--- src/hw/rtl/cds_pkg.sv ---
// Shared types and constants of the dominator sets unit.
`timescale 1ns / 1ps
package cds_pkg;
	localparam int DEFAULT_MAX_BLOCKS = 32;
	localparam int ROW_W = 5;
	localparam int DOM_W = 32;
	localparam int TGT_W = 6;

	typedef enum logic [1:0] {
		KIND_FALL = 2'd0,
		KIND_BRANCH = 2'd1,
		KIND_COND = 2'd2,
		KIND_NONE = 2'd3
	} kind_t;

	typedef enum logic [2:0] {
		ST_LOAD,
		ST_INIT,
		ST_ROW,
		ST_EMIT_RD,
		ST_EMIT_WR
	} state_t;
endpackage

--- src/hw/rtl/cds_ram.sv ---
// Simple dual-port synchronous RAM, one write and one registered read port.
`timescale 1ns / 1ps
module cds_ram #(
	parameter int DEPTH = cds_pkg::DEFAULT_MAX_BLOCKS,
	parameter int WIDTH = cds_pkg::DEFAULT_MAX_BLOCKS
) (
	input  logic                     clk,
	input  logic                     we,
	input  logic [$clog2(DEPTH)-1:0] waddr,
	input  logic [WIDTH-1:0]         wdata,
	input  logic                     re,
	input  logic [$clog2(DEPTH)-1:0] raddr,
	output logic [WIDTH-1:0]         rdata
);
	logic [WIDTH-1:0] mem [DEPTH];

	always_ff @(posedge clk) begin
		if (we) begin
			mem[waddr] <= wdata;
		end
		if (re) begin
			rdata <= mem[raddr];
		end
	end
endmodule

--- src/hw/rtl/cfg_dominator_sets_unit.sv ---
// Dominator sets unit: loads a control-flow graph and emits one dominator row per block.
// Load: one block per cycle while in the load state. After the last block the sets are seeded,
// then sweeps run with one read of both memories per predecessor
// candidate, repeated until a sweep changes nothing; then one result row per block is sent.
// Reset clears control state only; both memories are written before any read.
`timescale 1ns / 1ps
module cfg_dominator_sets_unit #(
	parameter int MAX_BLOCKS = cds_pkg::DEFAULT_MAX_BLOCKS
) (
	input  logic                       clk,
	input  logic                       arst_n,
	input  logic                       in_valid,
	output logic                       in_stall,
	input  logic [1:0]                 terminator_kind,
	input  logic signed [cds_pkg::TGT_W-1:0] first_target,
	input  logic signed [cds_pkg::TGT_W-1:0] second_target,
	input  logic                       last_block,
	output logic                       out_valid,
	input  logic                       out_stall,
	output logic [cds_pkg::ROW_W-1:0]  row_block,
	output logic [cds_pkg::DOM_W-1:0]  dominator_bits,
	output logic                       overflow_flag,
	output logic                       last_row
);
	localparam int W = MAX_BLOCKS;
	localparam int IW = $clog2(MAX_BLOCKS);
	localparam int CW = $clog2(MAX_BLOCKS + 1);
	localparam logic [CW-1:0] MAXC = CW'(MAX_BLOCKS);
	localparam logic [CW-1:0] ONE = CW'(1);

	cds_pkg::state_t state_q, state_d;

	logic [CW-1:0] count_q, idx_q, b_q, p_q, p_s1;
	logic          ovf_q, vld_s1, chg_q, any_q;
	logic [W-1:0]  acc_q, old_q;

	logic          succ_we, succ_re, dom_we, dom_re;
	logic [IW-1:0] succ_waddr, dom_waddr, dom_raddr;
	logic [W-1:0]  succ_wdata, dom_wdata, succ_rd, dom_rd;

	logic          in_acc, out_free, out_load, issue, hit, row_done, chg_now, last_idx;
	logic [W-1:0]  live, acc_new, old_new, next_row, tgt1_bit, tgt2_bit, fall_bit;
	logic          any_new;

	assign in_acc = in_valid && !in_stall;
	assign out_free = !out_valid || !out_stall;
	assign live = ~({W{1'b1}} << count_q);
	assign last_idx = (idx_q == count_q - ONE);

	assign tgt1_bit = first_target[cds_pkg::TGT_W-1] ? '0 : (W'(1) << first_target[4:0]);
	assign tgt2_bit = second_target[cds_pkg::TGT_W-1] ? '0 : (W'(1) << second_target[4:0]);
	assign fall_bit = W'(1) << (count_q + ONE);

	// Row update: AND of dominator rows of every predecessor p, streamed one p a cycle.
	assign issue = (state_q == cds_pkg::ST_ROW) && (p_q < count_q);
	assign hit = vld_s1 && succ_rd[b_q[IW-1:0]];
	assign acc_new = hit ? (acc_q & dom_rd) : acc_q;
	assign any_new = any_q | hit;
	assign old_new = (vld_s1 && (p_s1 == b_q)) ? dom_rd : old_q;
	assign row_done = vld_s1 && (p_s1 == count_q - ONE);
	assign next_row = (any_new ? acc_new : '0) | (W'(1) << b_q);
	assign chg_now = (next_row != old_new);

	// next state
	always_comb begin
		state_d = state_q;
		case (state_q)
			cds_pkg::ST_LOAD: begin
				if (in_acc && last_block) state_d = cds_pkg::ST_INIT;
			end
			cds_pkg::ST_INIT: begin
				if (last_idx) state_d = (count_q == ONE) ? cds_pkg::ST_EMIT_RD : cds_pkg::ST_ROW;
			end
			cds_pkg::ST_ROW: begin
				if (row_done && (b_q == count_q - ONE) && !(chg_q || chg_now))
					state_d = cds_pkg::ST_EMIT_RD;
			end
			cds_pkg::ST_EMIT_RD: state_d = cds_pkg::ST_EMIT_WR;
			cds_pkg::ST_EMIT_WR: begin
				if (out_free) state_d = last_idx ? cds_pkg::ST_LOAD : cds_pkg::ST_EMIT_RD;
			end
			default: state_d = cds_pkg::ST_LOAD;
		endcase
	end

	// memory and handshake controls
	always_comb begin
		in_stall = 1'b1;
		succ_we = 1'b0;
		succ_waddr = count_q[IW-1:0];
		succ_wdata = '0;
		succ_re = 1'b0;
		dom_we = 1'b0;
		dom_waddr = idx_q[IW-1:0];
		dom_wdata = live;
		dom_re = 1'b0;
		dom_raddr = p_q[IW-1:0];
		out_load = 1'b0;
		case (state_q)
			cds_pkg::ST_LOAD: begin
				in_stall = 1'b0;
				succ_we = in_acc && (count_q < MAXC);
				case (cds_pkg::kind_t'(terminator_kind))
					cds_pkg::KIND_FALL: succ_wdata = fall_bit;
					cds_pkg::KIND_BRANCH: succ_wdata = tgt1_bit;
					cds_pkg::KIND_COND: succ_wdata = tgt1_bit | tgt2_bit;
					default: succ_wdata = '0;
				endcase
			end
			cds_pkg::ST_INIT: begin
				dom_we = 1'b1;
				dom_wdata = (idx_q == '0) ? W'(1) : live;
			end
			cds_pkg::ST_ROW: begin
				succ_re = issue;
				dom_re = issue;
				dom_we = row_done;
				dom_waddr = b_q[IW-1:0];
				dom_wdata = next_row;
			end
			cds_pkg::ST_EMIT_RD: begin
				dom_re = 1'b1;
				dom_raddr = idx_q[IW-1:0];
			end
			cds_pkg::ST_EMIT_WR: out_load = out_free;
			default: in_stall = 1'b1;
		endcase
	end

	cds_ram #(.DEPTH(MAX_BLOCKS), .WIDTH(W)) u_succ (
		.clk(clk), .we(succ_we), .waddr(succ_waddr), .wdata(succ_wdata),
		.re(succ_re), .raddr(p_q[IW-1:0]), .rdata(succ_rd)
	);

	cds_ram #(.DEPTH(MAX_BLOCKS), .WIDTH(W)) u_dom (
		.clk(clk), .we(dom_we), .waddr(dom_waddr), .wdata(dom_wdata),
		.re(dom_re), .raddr(dom_raddr), .rdata(dom_rd)
	);

	always_ff @(posedge clk or negedge arst_n) begin
		if (!arst_n) begin
			state_q <= cds_pkg::ST_LOAD;
			count_q <= '0;
			ovf_q <= 1'b0;
			idx_q <= '0;
			b_q <= '0;
			p_q <= '0;
			vld_s1 <= 1'b0;
			chg_q <= 1'b0;
			any_q <= 1'b0;
			out_valid <= 1'b0;
		end else begin
			state_q <= state_d;
			vld_s1 <= issue;
			if (out_load) out_valid <= 1'b1;
			else if (!out_stall) out_valid <= 1'b0;
			case (state_q)
				cds_pkg::ST_LOAD: begin
					idx_q <= '0;
					if (in_acc) begin
						if (count_q < MAXC) count_q <= count_q + ONE;
						else ovf_q <= 1'b1;
					end
				end
				cds_pkg::ST_INIT: begin
					idx_q <= idx_q + ONE;
					b_q <= ONE;
					p_q <= '0;
					chg_q <= 1'b0;
					any_q <= 1'b0;
					if (last_idx) idx_q <= '0;
				end
				cds_pkg::ST_ROW: begin
					if (issue) p_q <= p_q + ONE;
					if (row_done) begin
						any_q <= 1'b0;
						p_q <= '0;
						if (b_q == count_q - ONE) begin
							b_q <= ONE;
							chg_q <= 1'b0;
						end else begin
							b_q <= b_q + ONE;
							chg_q <= chg_q | chg_now;
						end
					end else begin
						any_q <= any_new;
					end
				end
				cds_pkg::ST_EMIT_WR: begin
					if (out_free) begin
						idx_q <= idx_q + ONE;
						if (last_idx) begin
							count_q <= '0;
							ovf_q <= 1'b0;
						end
					end
				end
				default: idx_q <= idx_q;
			endcase
		end
	end

	// datapath registers without reset
	always_ff @(posedge clk) begin
		p_s1 <= p_q;
		if (state_q == cds_pkg::ST_INIT || row_done) acc_q <= live;
		else if (state_q == cds_pkg::ST_ROW) acc_q <= acc_new;
		if (state_q == cds_pkg::ST_ROW) old_q <= old_new;
		if (out_load) begin
			row_block <= cds_pkg::ROW_W'(idx_q);
			dominator_bits <= cds_pkg::DOM_W'(dom_rd);
			overflow_flag <= ovf_q;
			last_row <= last_idx;
		end
	end
endmodule

--- config.mk ---
export PLATFORM = sky130hd
export DESIGN_NAME = cfg_dominator_sets_unit
export DESIGN_NICKNAME = d
export VERILOG_FILES = /design/src/hw/rtl/cds_pkg.sv /design/src/hw/rtl/cds_ram.sv /design/src/hw/rtl/cfg_dominator_sets_unit.sv
export SDC_FILE = /design/constraint.sdc
export NUM_CORES = 2
export LEC_CHECK = 0
export ABC_AREA = 1
export BUFFER_PORTS_ARGS = -buffer_cell sky130_fd_sc_hd__buf_4
export CAP_MARGIN = 20
export CORE_AREA = 3 3 519 624
export CTS_CLUSTER_DIAMETER = 100
export DETAILED_ROUTE_END_ITERATION = 7
export DIE_AREA = 0 0 522 627
export PLACE_DENSITY = 0.55
export SLEW_MARGIN = 20
export SYNTH_ARGS = -nofsm -noshare
export SYNTH_HDL_FRONTEND = slang
export SYNTH_HIERARCHICAL = 1
export SYNTH_SLANG_ARGS = --single-unit
--- constraint.sdc ---
create_clock -name clk -period 4.8 [get_ports clk]
set_clock_uncertainty 0.05 [all_clocks]
set_input_delay 0.24 -clock clk [delete_from_list [all_inputs] [get_ports clk]]
set_output_delay 0.24 -clock clk [all_outputs]
set_load 0.02 [all_outputs]
==> metrics.md <==
| Metric | Value |
|---|---|
| Outcome | complete, no violations |
| Slew @ Worst Pin | 1.20 ns |
| H-tree depth | 4 |
| First-pass GRT wire length | 428,000 µm |
| Arrival time at the worst endpoint | 4.63 ns |
| Die span in y | 627 µm |
| Compound-gate portion of the synthesized area | 0.0154 |
| Worst setup path startpoint | count_q[1]$_DFFE_PN0P_ |
| Share of layout cells above drive strength 1 | 0.0922 |
| Routed vias | 64,478 |
| Critical path peak fanout | 9 |
| Post-Synth XOR/XNOR Area | 0.00173 |
| Via density | 4.99 |
| Average size of a mapped cell | 11.3 µm² |
| Post-route cell area | 109,000 µm² |
| Netlist cell types | 58 |
| Unrepaired setup endpoints after global routing | no |
| Hold Vio Cnt, Final | 0 |
| Avg WL per Cell | 22.8 µm |
| Hpwl dp | 168,000 µm |
| Worst skew pair latency | 0.94 ns |
| WS Path Type | reg -> reg |
| Placed cell area | 101,000 µm² |
| Most common cell after layout, fill and taps aside | nand2_1 |
| Post-synthesis mux area share | 0.000223 |
| Register bit total from synthesis | 2,253 |
| Crit path launch type | flip-flop |
| Nets | 8,536 |
| Worst hold slack | 0.0709 ns |
| Ranking of synthesized cells by area | edfxtp_1 70%, nand2_1 13%, nand3_1 8.8% |
| Number of max-cap violations | 0 |
| Worst EP required | 5.30 ns |
| Largest family of logic cells by synthesized area | simple AND/OR/NAND/NOR gates |
| Rel. slew slack | 0.197 |
| Synthesis Warnings | 6 |
| Chip Width | 522 µm |
| Simple-gate share of the synthesized area | 0.228 |
| Hold Startpoint | first_target[0] |
| Asr flop ratio synth | 0.0142 |
| Post-synthesis cell count | 8,445 |
| DRT Wirelength | 294,000 µm |
| Placed insts | 12,494 |
| Setup TNS | 0 ns |
| Total CTS buffers | 227 |
| Clock-pin slew on the worst setup and hold paths | 0.06 ns |
| Non-Filler Instances | 12,912 |
| Core area | 318,000 µm² |
| Syn Nets | 8,488 |
| Sequential cell area fraction in the yosys report | 0.707 |
| DRC violations left | 0 |
| Clk sinks | 2,253 |
| Synthesized cell area | 95,300 µm² |
| Endpoint class of the critical path | flip-flop |
| Cell taking the most area after synthesis | edfxtp_1 |
| P_leak | 39.0 nW |
| Drt pass-1 iters | 7 |
| Clock buffer depth | 4 |
| Max IR drop VDD | 481 µV |
| Detailed router's first-iteration violation count | 6,507 |
| Most frequent cells in the layout | 3,225 x nand2_1, 2,215 x edfxtp_1, 1,682 x nand3_1 |
| Top_reg_cell synth | edfxtp_1 |
| Fmax | 0.242 GHz |
| Area Growth Syn to Fin | 13.9% |
| Initial antenna violation count | 16 |
| Routed Antenna Nets | 0 |
| Cell count of the worst reg-to-reg path | 14 |
| CTS tree | built |
| Gr ovfl total | 0 |
| Total track usage | 0.174 |
| Synth Area in Adders | 0.00315 |
| Vias in the first global route | 62,306 |
| Final Wtd Congestion | 0.906 |
| I/O Pins | 60 |
| Die ar. | 327,000 µm² |
| Starting Density | 0.299 |
| Final setup fails | 0 |
| Number of synthesized flops with an enable pin | 2,215 |
| Part of the cycle the worst path needs | 0.860 |
| Hold Path Depth | 5 |
| Slew Limit Fails | 0 |
| Core Rows | 227 |
| Largest net degree at the start of global routing | 208 |
| Finished Core Util | 0.341 |
| Pwr dens | 597 nW/µm² |
| Minimum clock period | 4.13 ns |
| Root buf cell | clkbuf_16 |
| Port bufs | 59 |
| Worst Hold Class | in -> reg |
| Worst reg2reg startpoint | count_q[1]$_DFFE_PN0P_ |
| Top cell type's share of synthesized area | 0.698 |
-- cell usage after synthesis (all sizes together) (3+ instances only) --
| library cell | number |
|---|---|
| ha | 24 |
| a22oi | 6 |
| nand2 | 3227 |
| edfxtp | 2215 |
| inv | 222 |
| buf | 415 |
| nor3 | 30 |
| o21ai | 136 |
| nand3b | 4 |
| dfxtp | 6 |
| a21oi | 57 |
| a31oi | 12 |
| o21a | 7 |
| clkinv | 5 |
| dfrtp | 32 |
| nor2 | 185 |
| xor2 | 12 |
| nand4 | 23 |
| clkbuf | 78 |
| a22o | 3 |
| nand3 | 1683 |
| o22a | 12 |
| o22ai | 14 |
| xnor2 | 6 |
| nor4 | 13 |
-- path summary, 6_finish.rpt --
path	to	slack, ns
max in group asynchronous	p_q[1]$_DFFE_PN0P_	4.01
worst min-delay path	u_succ/mem[29][2]$_DFFE_PP_	0.07
worst min register to register	p_s1[5]$_DFF_P_	0.41
worst max-delay path	u_dom/mem[12][3]$_DFFE_PP_	0.67
worst max register to register	u_dom/mem[12][3]$_DFFE_PP_	0.67
min in group asynchronous	vld_s1$_DFF_PN0_	0.40
-- registers in the layout, summed over array words and instances, names as in the netlist, 3 cells and up --
register	flops
p_q	6
dominator_bits	32
u_dom/rdata	32
count_q	6
b_q	6
idx_q	6
acc_q	32
state_q	3
u_dom/mem	1024
u_succ/rdata	32
row_block	5
old_q	32
u_succ/mem	1024
p_s1	6
-- cell families after synthesis --
logic type / count (synthesis)
AND/OR/NAND/NOR: 5169
AO/OA/AOI/OAI: 259
multiplexers: 2
buffers and inverters: 720
adder cells (fa/ha/maj): 24
XOR/XNOR: 18
flip-flops: 2253
-- layout make-up --
type                            count  area [µm²]
Clock buffer                      270        5900
Clock inverter                    139        1370
Inverter                          227         911
Antenna cell                        3        7.51
Timing Repair Buffer              312        3060
Tap cell                         4236        5300
Sequential cell                  2253       67500
Multi-Input combinational cell   5472       24600
Fill cell                       31257      210000
-- worst max-delay path, stage by stage, from the launching register on --
cell and delay [ns]:
dfrtp_1 0.59, inv_1 0.18, ha_1 0.26, ha_1 0.37
xor2_1 0.17, nand4_1 0.10, nor3_1 0.25, nand3_1 0.20
nand2_1 0.13, nand2_1 0.07, inv_1 0.22, nand3_1 0.26
buf_4 0.27, nor2_4 0.42, buf_4 0.29
-- stage by stage --
step	power, mW	worst slack [ns]
5_1_grt	68.1	0.350
2_1_floorplan	40.0	0.164
3_3_place_gp	47.4	0.742
4_1_cts	65.2	0.685
6_report	64.8	0.670
3_5_place_dp	47.5	0.699
-- routing by layer --
| layer | up-vias | GRT usage | part of all wire |
|---|---|---|---|
| met4 | 4 | 0.0648 | 0.040 |
| met2 | 2376 | 0.293 | 0.48 |
| met3 | 540 | 0.0242 | 0.066 |
| met1 | 32163 | 0.228 | 0.41 |
| met5 | - | 0 | 0.000082 |
| li1 | 29395 | - | - |
-- report_power, final --
part / internal (mW) / total (mW) / leakage [nW] / switching (mW)
clock: 10.0 / 17.7 / 3.50 / 7.63
combinational: 5.28 / 21.4 / 15.6 / 16.1
sequential: 24.9 / 25.8 / 19.9 / 0.922
-- timing repair --
action / 4_1_cts / 5_1_grt
setup buffers: 0 / 0
hold endpoints to repair: 35 / 0
hold buffers: 5 / 0
gates resized for setup: 0 / 0
Note: power is estimated with default switching activity, not from simulation.
